### src/rtl/tcpjq_pkg.sv
// Shared types and constants for the three-class priority job queue.
package tcpjq_pkg;

    localparam int JOB_W       = 7;
    localparam int CLASS_W     = 2;
    localparam int CLASS_COUNT = 3;

    typedef logic [JOB_W-1:0]   job_t;
    typedef logic [CLASS_W-1:0] class_t;

    localparam class_t CLASS_SERVER = 2'd0;
    localparam class_t CLASS_POWER  = 2'd1;
    localparam class_t CLASS_USER   = 2'd2;
    localparam class_t CLASS_NONE   = 2'd3;

    typedef enum logic {
        ACT_ENQUEUE = 1'b0,
        ACT_SELECT  = 1'b1
    } action_t;

    typedef struct packed {
        logic   found;
        class_t served_class;
        logic   dropped;
    } res_meta_t;

endpackage

### src/rtl/three_class_priority_job_queue_top.sv
// A taken request passes the request register and the queue update before the result register raises its strobe.
// Throughput: one request per cycle; busy stays low, and the strobe cannot be held off.
// Stages: request register, queue update with head read, result register.
// Reset clears pointers, fill counts and the pipeline valids; queue storage is not cleared.
// Each class is a FIFO of QUEUE_DEPTH entries held in its own single-port-read memory.
module three_class_priority_job_queue_top
    import tcpjq_pkg::*;
#(
    parameter int QUEUE_DEPTH = 32
)
(
    input  logic               clk,
    input  logic               rst_n,
    input  logic               start,
    output logic               busy,
    input  logic               action,
    input  logic [CLASS_W-1:0] queue_class,
    input  logic [JOB_W-1:0]   job_number,
    output logic               done,
    output logic [JOB_W-1:0]   job_out,
    output logic               job_found,
    output logic [CLASS_W-1:0] served_class,
    output logic               dropped_full
);

    localparam int PTR_W = (QUEUE_DEPTH > 1) ? $clog2(QUEUE_DEPTH) : 1;
    localparam int CNT_W = $clog2(QUEUE_DEPTH + 1);

    logic       req_valid_reg;
    action_t    req_action_reg;
    class_t     req_class_reg;
    job_t       req_job_reg;

    logic [PTR_W-1:0] head_reg [CLASS_COUNT];
    logic [PTR_W-1:0] head_next [CLASS_COUNT];
    logic [PTR_W-1:0] tail_reg [CLASS_COUNT];
    logic [PTR_W-1:0] tail_next [CLASS_COUNT];
    logic [CNT_W-1:0] cnt_reg [CLASS_COUNT];
    logic [CNT_W-1:0] cnt_next [CLASS_COUNT];

    logic [CLASS_COUNT-1:0] full;
    logic [CLASS_COUNT-1:0] not_empty;
    logic [CLASS_COUNT-1:0] enq_ok;
    logic [CLASS_COUNT-1:0] pop;

    job_t       rd_data_reg [CLASS_COUNT];
    logic       meta_valid_reg;
    res_meta_t  meta_reg;
    res_meta_t  meta_next;

    logic       done_reg;
    job_t       job_out_reg;
    job_t       job_out_next;
    res_meta_t  out_meta_reg;

    assign busy = 1'b0;

    // Capture the request.
    always_ff @(posedge clk or negedge rst_n)
    begin
        if (!rst_n)
        begin
            req_valid_reg <= 1'b0;
        end
        else
        begin
            req_valid_reg <= start && !busy;
        end
    end

    always_ff @(posedge clk)
    begin
        if (start && !busy)
        begin
            req_action_reg <= action_t'(action);
            req_class_reg  <= queue_class;
            req_job_reg    <= job_number;
        end
    end

    // Decide push or pop and the priority pick.
    always_comb
    begin
        for (int c = 0; c < CLASS_COUNT; c++)
        begin
            full[c]      = (cnt_reg[c] == CNT_W'(QUEUE_DEPTH));
            not_empty[c] = (cnt_reg[c] != '0);
        end

        for (int c = 0; c < CLASS_COUNT; c++)
        begin
            enq_ok[c] = req_valid_reg && (req_action_reg == ACT_ENQUEUE)
                        && (req_class_reg == CLASS_W'(c)) && !full[c];
        end

        pop[0] = req_valid_reg && (req_action_reg == ACT_SELECT) && not_empty[0];
        pop[1] = req_valid_reg && (req_action_reg == ACT_SELECT)
                 && !not_empty[0] && not_empty[1];
        pop[2] = req_valid_reg && (req_action_reg == ACT_SELECT)
                 && !not_empty[0] && !not_empty[1] && not_empty[2];

        for (int c = 0; c < CLASS_COUNT; c++)
        begin
            head_next[c] = head_reg[c];
            tail_next[c] = tail_reg[c];
            cnt_next[c]  = cnt_reg[c];
            if (enq_ok[c])
            begin
                tail_next[c] = (tail_reg[c] == PTR_W'(QUEUE_DEPTH - 1))
                               ? '0 : tail_reg[c] + PTR_W'(1);
                cnt_next[c]  = cnt_reg[c] + CNT_W'(1);
            end
            if (pop[c])
            begin
                head_next[c] = (head_reg[c] == PTR_W'(QUEUE_DEPTH - 1))
                               ? '0 : head_reg[c] + PTR_W'(1);
                cnt_next[c]  = cnt_reg[c] - CNT_W'(1);
            end
        end

        meta_next.found        = |pop;
        meta_next.served_class = pop[1] ? CLASS_POWER :
                                 pop[2] ? CLASS_USER  : CLASS_SERVER;
        meta_next.dropped      = 1'b0;
        for (int c = 0; c < CLASS_COUNT; c++)
        begin
            if (req_valid_reg && (req_action_reg == ACT_ENQUEUE)
                && (req_class_reg == CLASS_W'(c)) && full[c])
            begin
                meta_next.dropped = 1'b1;
            end
        end
    end

    always_ff @(posedge clk or negedge rst_n)
    begin
        if (!rst_n)
        begin
            for (int c = 0; c < CLASS_COUNT; c++)
            begin
                head_reg[c] <= '0;
                tail_reg[c] <= '0;
                cnt_reg[c]  <= '0;
            end
            meta_valid_reg <= 1'b0;
        end
        else
        begin
            for (int c = 0; c < CLASS_COUNT; c++)
            begin
                head_reg[c] <= head_next[c];
                tail_reg[c] <= tail_next[c];
                cnt_reg[c]  <= cnt_next[c];
            end
            meta_valid_reg <= req_valid_reg;
        end
    end

    always_ff @(posedge clk)
    begin
        meta_reg <= meta_next;
    end

    // Per-class queue storage: write at tail, read at head.
    for (genvar c = 0; c < CLASS_COUNT; c++)
    begin : g_class
        job_t fifo_mem [QUEUE_DEPTH];

        always_ff @(posedge clk)
        begin
            if (enq_ok[c])
            begin
                fifo_mem[tail_reg[c]] <= req_job_reg;
            end
            rd_data_reg[c] <= fifo_mem[head_reg[c]];
        end
    end

    // Form the result.
    always_comb
    begin
        job_out_next = '0;
        if (meta_reg.found)
        begin
            case (meta_reg.served_class)
                CLASS_SERVER: job_out_next = rd_data_reg[0];
                CLASS_POWER:  job_out_next = rd_data_reg[1];
                CLASS_USER:   job_out_next = rd_data_reg[2];
                default:      job_out_next = '0;
            endcase
        end
    end

    always_ff @(posedge clk or negedge rst_n)
    begin
        if (!rst_n)
        begin
            done_reg <= 1'b0;
        end
        else
        begin
            done_reg <= meta_valid_reg;
        end
    end

    always_ff @(posedge clk)
    begin
        job_out_reg  <= job_out_next;
        out_meta_reg <= meta_reg;
    end

    assign done         = done_reg;
    assign job_out      = job_out_reg;
    assign job_found    = out_meta_reg.found;
    assign served_class = out_meta_reg.served_class;
    assign dropped_full = out_meta_reg.dropped;

endmodule

### config.mk
export PLATFORM = sky130hd
export DESIGN_NAME = three_class_priority_job_queue_top
export DESIGN_NICKNAME = d
export VERILOG_FILES = /design/src/rtl/tcpjq_pkg.sv /design/src/rtl/three_class_priority_job_queue_top.sv
export SDC_FILE = /design/constraint.sdc
export NUM_CORES = 1
export LEC_CHECK = 0
export BUFFER_PORTS_ARGS = -buffer_cell sky130_fd_sc_hd__buf_4
export CORE_MARGIN = 5
export CORE_UTILIZATION = 65
export CTS_BUF_LIST = sky130_fd_sc_hd__clkbuf_16
export CTS_CLUSTER_SIZE = 16
export DETAILED_ROUTE_END_ITERATION = 8
export PLACE_DENSITY = 0.94
export SLEW_MARGIN = 10
export SYNTH_ARGS = -nofsm -noshare
export SYNTH_HDL_FRONTEND = slang
export SYNTH_SLANG_ARGS = --single-unit
### constraint.sdc
create_clock -name clk -period 9.3 [get_ports clk]
set_clock_uncertainty 0.05 [all_clocks]
set_input_delay 0.93 -clock clk [delete_from_list [all_inputs] [get_ports clk]]
set_output_delay 0.93 -clock clk [all_outputs]
set_load 0.02 [all_outputs]
After elaboration in Yosys (flattened, before gate mapping)
Memories as Yosys holds them, arrays and structs flattened.
Index checks and enable logic that the tools add are counted.

word-level totals
  bits in writable memories = 693
  memories kept = 4
  output and inout bits = 13
  bits in registers = 76
  bits in latches = 0
  memory bits (read-only) = 0
  input bits = 13
  word-level logic and storage cells = 104

operators by class
  order comparisons = 0
  eq/ne operators = 13
  reductions and logical operators = 31
  divide/modulo/power cells = 0
  bitwise gates (word level) = 1
  shift operators = 0
  mux-type cells = 21
  $mul = 0
  add/sub/neg operators = 12

memory list
  name                 words  bits a word  rd ports  clocked after memory_dff  write ports  RTL line                                   text
  g_class[0].fifo_mem  32     7            1         0                         1            three_class_priority_job_queue_top.sv:167  job_t fifo_mem [QUEUE_DEPTH];
  g_class[1].fifo_mem  32     7            1         0                         1            three_class_priority_job_queue_top.sv:167
  g_class[2].fifo_mem  32     7            1         0                         1            three_class_priority_job_queue_top.sv:167
  rd_data_reg          3      7            3         0                         3            three_class_priority_job_queue_top.sv:46   job_t rd_data_reg [CLASS_COUNT];

operators with widths
  operator             count
  $mux 6               6
  $add 5x1->5 const B  6
  $eq 5x5->1 const B   6
  $mux 5               6
  $pmux 7 s3           1
  $add 6x1->6 const B  3
  $eq 6x6->1 const B   3
  $reduce_bool 6->1    3
  $sub 6x1->6 const B  3
  $logic_and 1x1->1    16
  $mux 1               7
  $reduce_bool 2->1    3
  $logic_not 1->1      5
  $eq 2x1->1 const B   2
  $eq 2x2->1 const B   2
  $logic_not 2->1      2
  $reduce_or 3->1      1
  $mux 2               1
  $reduce_or 2->1      1
  $not 1->1            1

Depth between registers and ports, before layout
  depth after elaboration = 6
  depth in mapped cells = 12
  mapped depth without buffers = 10

Worst setup path before layout
No wires, ideal clock.

  path kind = reg-to-reg
  start = register cnt_reg[12] (netlist bit)
  end = register cnt_reg[5] (netlist bit)
  cell stages (with the launch flop) = 12
  setup time = 0.079 ns
  required time = 9.171 ns
  arrival = 2.979 ns
  clock period less this slack = 3.108 ns
  path buffers = 1
  slack = 6.192 ns
  cells stage by stage = dfrtp_1 > or4_4 > nor4_4 > nand3_2 > buf_6 > inv_1 > ha_1 > a211oi_1 > o21bai_1 > a21oi_1 > mux2i_4 > xor2_1

on the way
  cells in the longest elaborated chain, start to end = 6
  elaborated cells between the ends (all ways) = 7
  those cells by class = 1 x mux; 6 x reduce/logical

ends and longest elaborated chain
  what                                         RTL line                                   text
  start: declaration                           three_class_priority_job_queue_top.sv:38   logic [CNT_W-1:0] cnt_reg [CLASS_COUNT];
  start signal: indexed assignment             three_class_priority_job_queue_top.sv:153  cnt_reg[c] <= cnt_next[c];
  $reduce_bool 6->1 *                          three_class_priority_job_queue_top.sv:87   not_empty[c] = (cnt_reg[c] != '0);
  $logic_not 1->1 *                            three_class_priority_job_queue_top.sv:100  && !not_empty[0] && !not_empty[1] && not_empty[2];
  $logic_and 1x1->1 * (3 in series)            three_class_priority_job_queue_top.sv:100
  named net pop[2]                             three_class_priority_job_queue_top.sv:44   logic [CLASS_COUNT-1:0] pop;
  $mux 6 or $reduce_bool 2->1 (tied branches)  --

The timed path passes the listed nets; every way through them passes the cells marked *.
A chain may end at the register's enable or synchronous reset.

Worst setup path in the final report
  start = register cnt_reg[8] (netlist bit)
  end = register cnt_reg[5] (netlist bit)

on the way
  cells in the longest elaborated chain, start to end = 5
  elaborated cells between the ends (all ways) = 6
  those cells by class = 1 x mux; 5 x reduce/logical

ends and longest elaborated chain
  what                                         RTL line
  $reduce_bool 6->1 *                          three_class_priority_job_queue_top.sv:87
  $logic_not 1->1 *                            three_class_priority_job_queue_top.sv:100
  $logic_and 1x1->1 * (2 in series)            three_class_priority_job_queue_top.sv:100
  named net pop[2]                             three_class_priority_job_queue_top.sv:44
  $mux 6 or $reduce_bool 2->1 (tied branches)  --

Marks and branches as above.

==> flow_summary.toml <==
[routing]
drc = 0
wirelength_um = 71000
drtIter0Drc = 2773
highest_layer = "met5"
wl_met3_um = 7390
route.layer.met1.wl_um = 24700
routed-via-count = 16167
wl_per_cell_um = 30.6
ant_nets = 0
met2_length_um = 36000
viasPerCell = 6.98
dr.pass1.iters = 6

[place]
pre_cts_ws_ns = 5.66
placed_area_um2 = 31200
post-dp-hpwl_um = 38300
gp_congestion = 0.911
io_buffers = 24

[worst_setup_path]
startpoint = "cnt_reg[8]"
slowest_delay_ns = 0.58
cp-start-kind = "register"
r2r_start = "cnt_reg[8]"
cp.required_ns = 9.79
critPathKind = "reg2reg"
critical_path.max_fanout = 12
crit_family = "simple AND/OR/NAND/NOR gates"
cp.arrival_ns = 4.34
rrSetupSlack_ns = 5.44
ff2ff_path_depth = 10
crit_buf_inv = 1
crit_slowest_cell = "nor3b_1"
critPathCaptureType = "register"
r2r_end = "cnt_reg[5]"
path_cells = "nor3_1 > nor3b_1 > nand3_2 > inv_1 > ha_1 > a211oi_1 > o21bai_1 > a21oi_1 > mux2i_4 > xor2_1"

[finish]
drive_gt1_frac = 0.195
n_antenna_cell = 0
stdcell_area_um2 = 33500
final_cell_mix = "edfxtp_1 (682), mux4_2 (157), nor2_1 (115)"
largest_reg_flops = 672
syn_to_final_growth_pct = 9.98
fin_nets = 1694
final_common_cell = "edfxtp_1"

[sta]
hold_viol_final = 0
setup_tns_ns = 0
slew-limit-headroom = 0.118
rsz0062_at_grt = "false"
period_needed_ns = 3.86
worstMarginPinSlew_ns = 1.32
fmax_ghz = 0.259
setup_viol = 0
setup_ws_ns = 5.44
finalCritPeriodShare = 0.415
slew_viol_final = 0

[clock_network]
htree_num_levels = 3
holdBufCountCts = 0
cts_repair_resize_count = 0
root_buffer = "clkbuf_16"
clock-sinks = 769
cts_tree = "done"
path_clk_slew_ns = 0.07
postCtsSetupBuffers = 0
clk_path_buf_depth = 3
numCtsBuffers = 72
worst_skew_pair.late_latency_ns = 0.62

[floorplanning]
die_area_um2 = 51300
die_height_um = 227
die_x_um = 227
fp.coreArea_um2 = 46500
num_rows = 79
start_util = 0.656
io_pins = 26

[flow_run]
maxCapViolCount = 0

[power]
ir_worst_vdd_mv = 0.180
powerDensity_nw_per_um2 = 254
p_leak_uw = 0.0108

[global_routing]
grt_antenna_before_repair = 1
overflow = 0
grt_max_degree = 97
grt_pass1_wl_um = 105000
grt_pass1_vias = 16216
grt_use_total = 0.277

[min_path]
hold_depth = 0
hp-class = "reg2reg"
hold_end = "dropped_full"
hold_start = "meta_reg[0]"

[logic_synthesis]
synth_edf_count = 682
netlist_area_um2 = 30500
synth_area_per_cell_um2 = 18.9
synthArstFlopShare = 0.0663
synth_top_flop_cell = "edfxtp_1"
ys_types = 63
syn-num-nets = 1655
ys.warnings.count = 0
syn_inst = 1610
seq_area_frac_synth = 0.737
synth-seq-cells = 769

[status]
status = "finished, final reports clean"
per-stage QoR:
step / power, uW / std cells / hold WS, ns / utilization
after detailed placement: 5590 / 2181 / 0.273 / 0.672
after global placement: 5500 / 2181 / 0.268 / 0.672
after CTS: 8480 / 2315 / 0.302 / 0.721
final: 8520 / 2316 / 0.299 / 0.722
after global routing: 8790 / 2316 / 0.304 / 0.722
after floorplan: 5180 / 1610 / 0.260 / -
area by class of cell:
class	instances	area (um2)
Multi-Input combinational cell	742	7570
Tap cell	607	759
Sequential cell	769	22500
Inverter	23	86.3
Timing Repair Buffer	41	328
Clock inverter	57	374
Clock buffer	77	1930
Fill cell	2498	12900
kinds of logic after synthesis:
logic type               after synthesis  share of synthesized area
XOR/XNOR                              14                    0.00402
AND/OR/NAND/NOR                      297                     0.0465
flip-flops                           769                      0.737
adder cells (fa/ha/maj)               32                     0.0136
buffers and inverters                 99                     0.0147
AO/OA/AOI/OAI                        131                     0.0307
multiplexers                         267                      0.153
other                                  1                   0.000123
layer usage:
layer  vias up  global-route usage
met2      1304               0.463
met1      8096               0.381
met5         -                   0
met3       227              0.0517
li1       6538                   -
met4         2              0.0877
synthesized netlist by cell type (all sizes together) (8+ instances only):
library cell | n | area, um2
mux2 | 18 | 203
buf | 39 | 223
or3 | 13 | 81.3
nand2 | 64 | 240
mux4 | 157 | 3540
nand3b | 10 | 75.1
a21oi | 10 | 50.1
o22a | 9 | 78.8
nor4 | 10 | 77.6
inv | 23 | 86.3
a31oi | 11 | 75.1
o22ai | 8 | 50.1
ha | 30 | 375
nor3 | 14 | 70.1
nor2 | 115 | 432
nor2b | 17 | 106
and2 | 9 | 56.3
nand2b | 9 | 58.8
clkbuf | 37 | 139
mux2i | 92 | 933
nand3 | 20 | 105
a211oi | 9 | 67.6
o21ai | 34 | 170
edfxtp | 682 | 20500
dfrtp | 51 | 1280
dfxtp | 36 | 721
worst max path at each step:
stage | endpoint | cells after the start
2_1_floorplan | cnt_reg[5] | 11
3_3_place_gp | cnt_reg[5] | 10
3_5_place_dp | g_class[0].fifo_mem[5][1] | 4
4_1_cts | cnt_reg[5] | 10
5_1_grt | cnt_reg[5] | 10
6_report | cnt_reg[5] | 10
power by group:
| group | leakage, uW | switching (uW) | internal (uW) |
|---|---|---|---|
| clock | 0.00120 | 1270 | 1630 |
| sequential | 0.00707 | 213 | 3920 |
| combinational | 0.00255 | 813 | 677 |
| total | 0.0108 | 2290 | 6230 |
(Power assumes the default switching activity.)
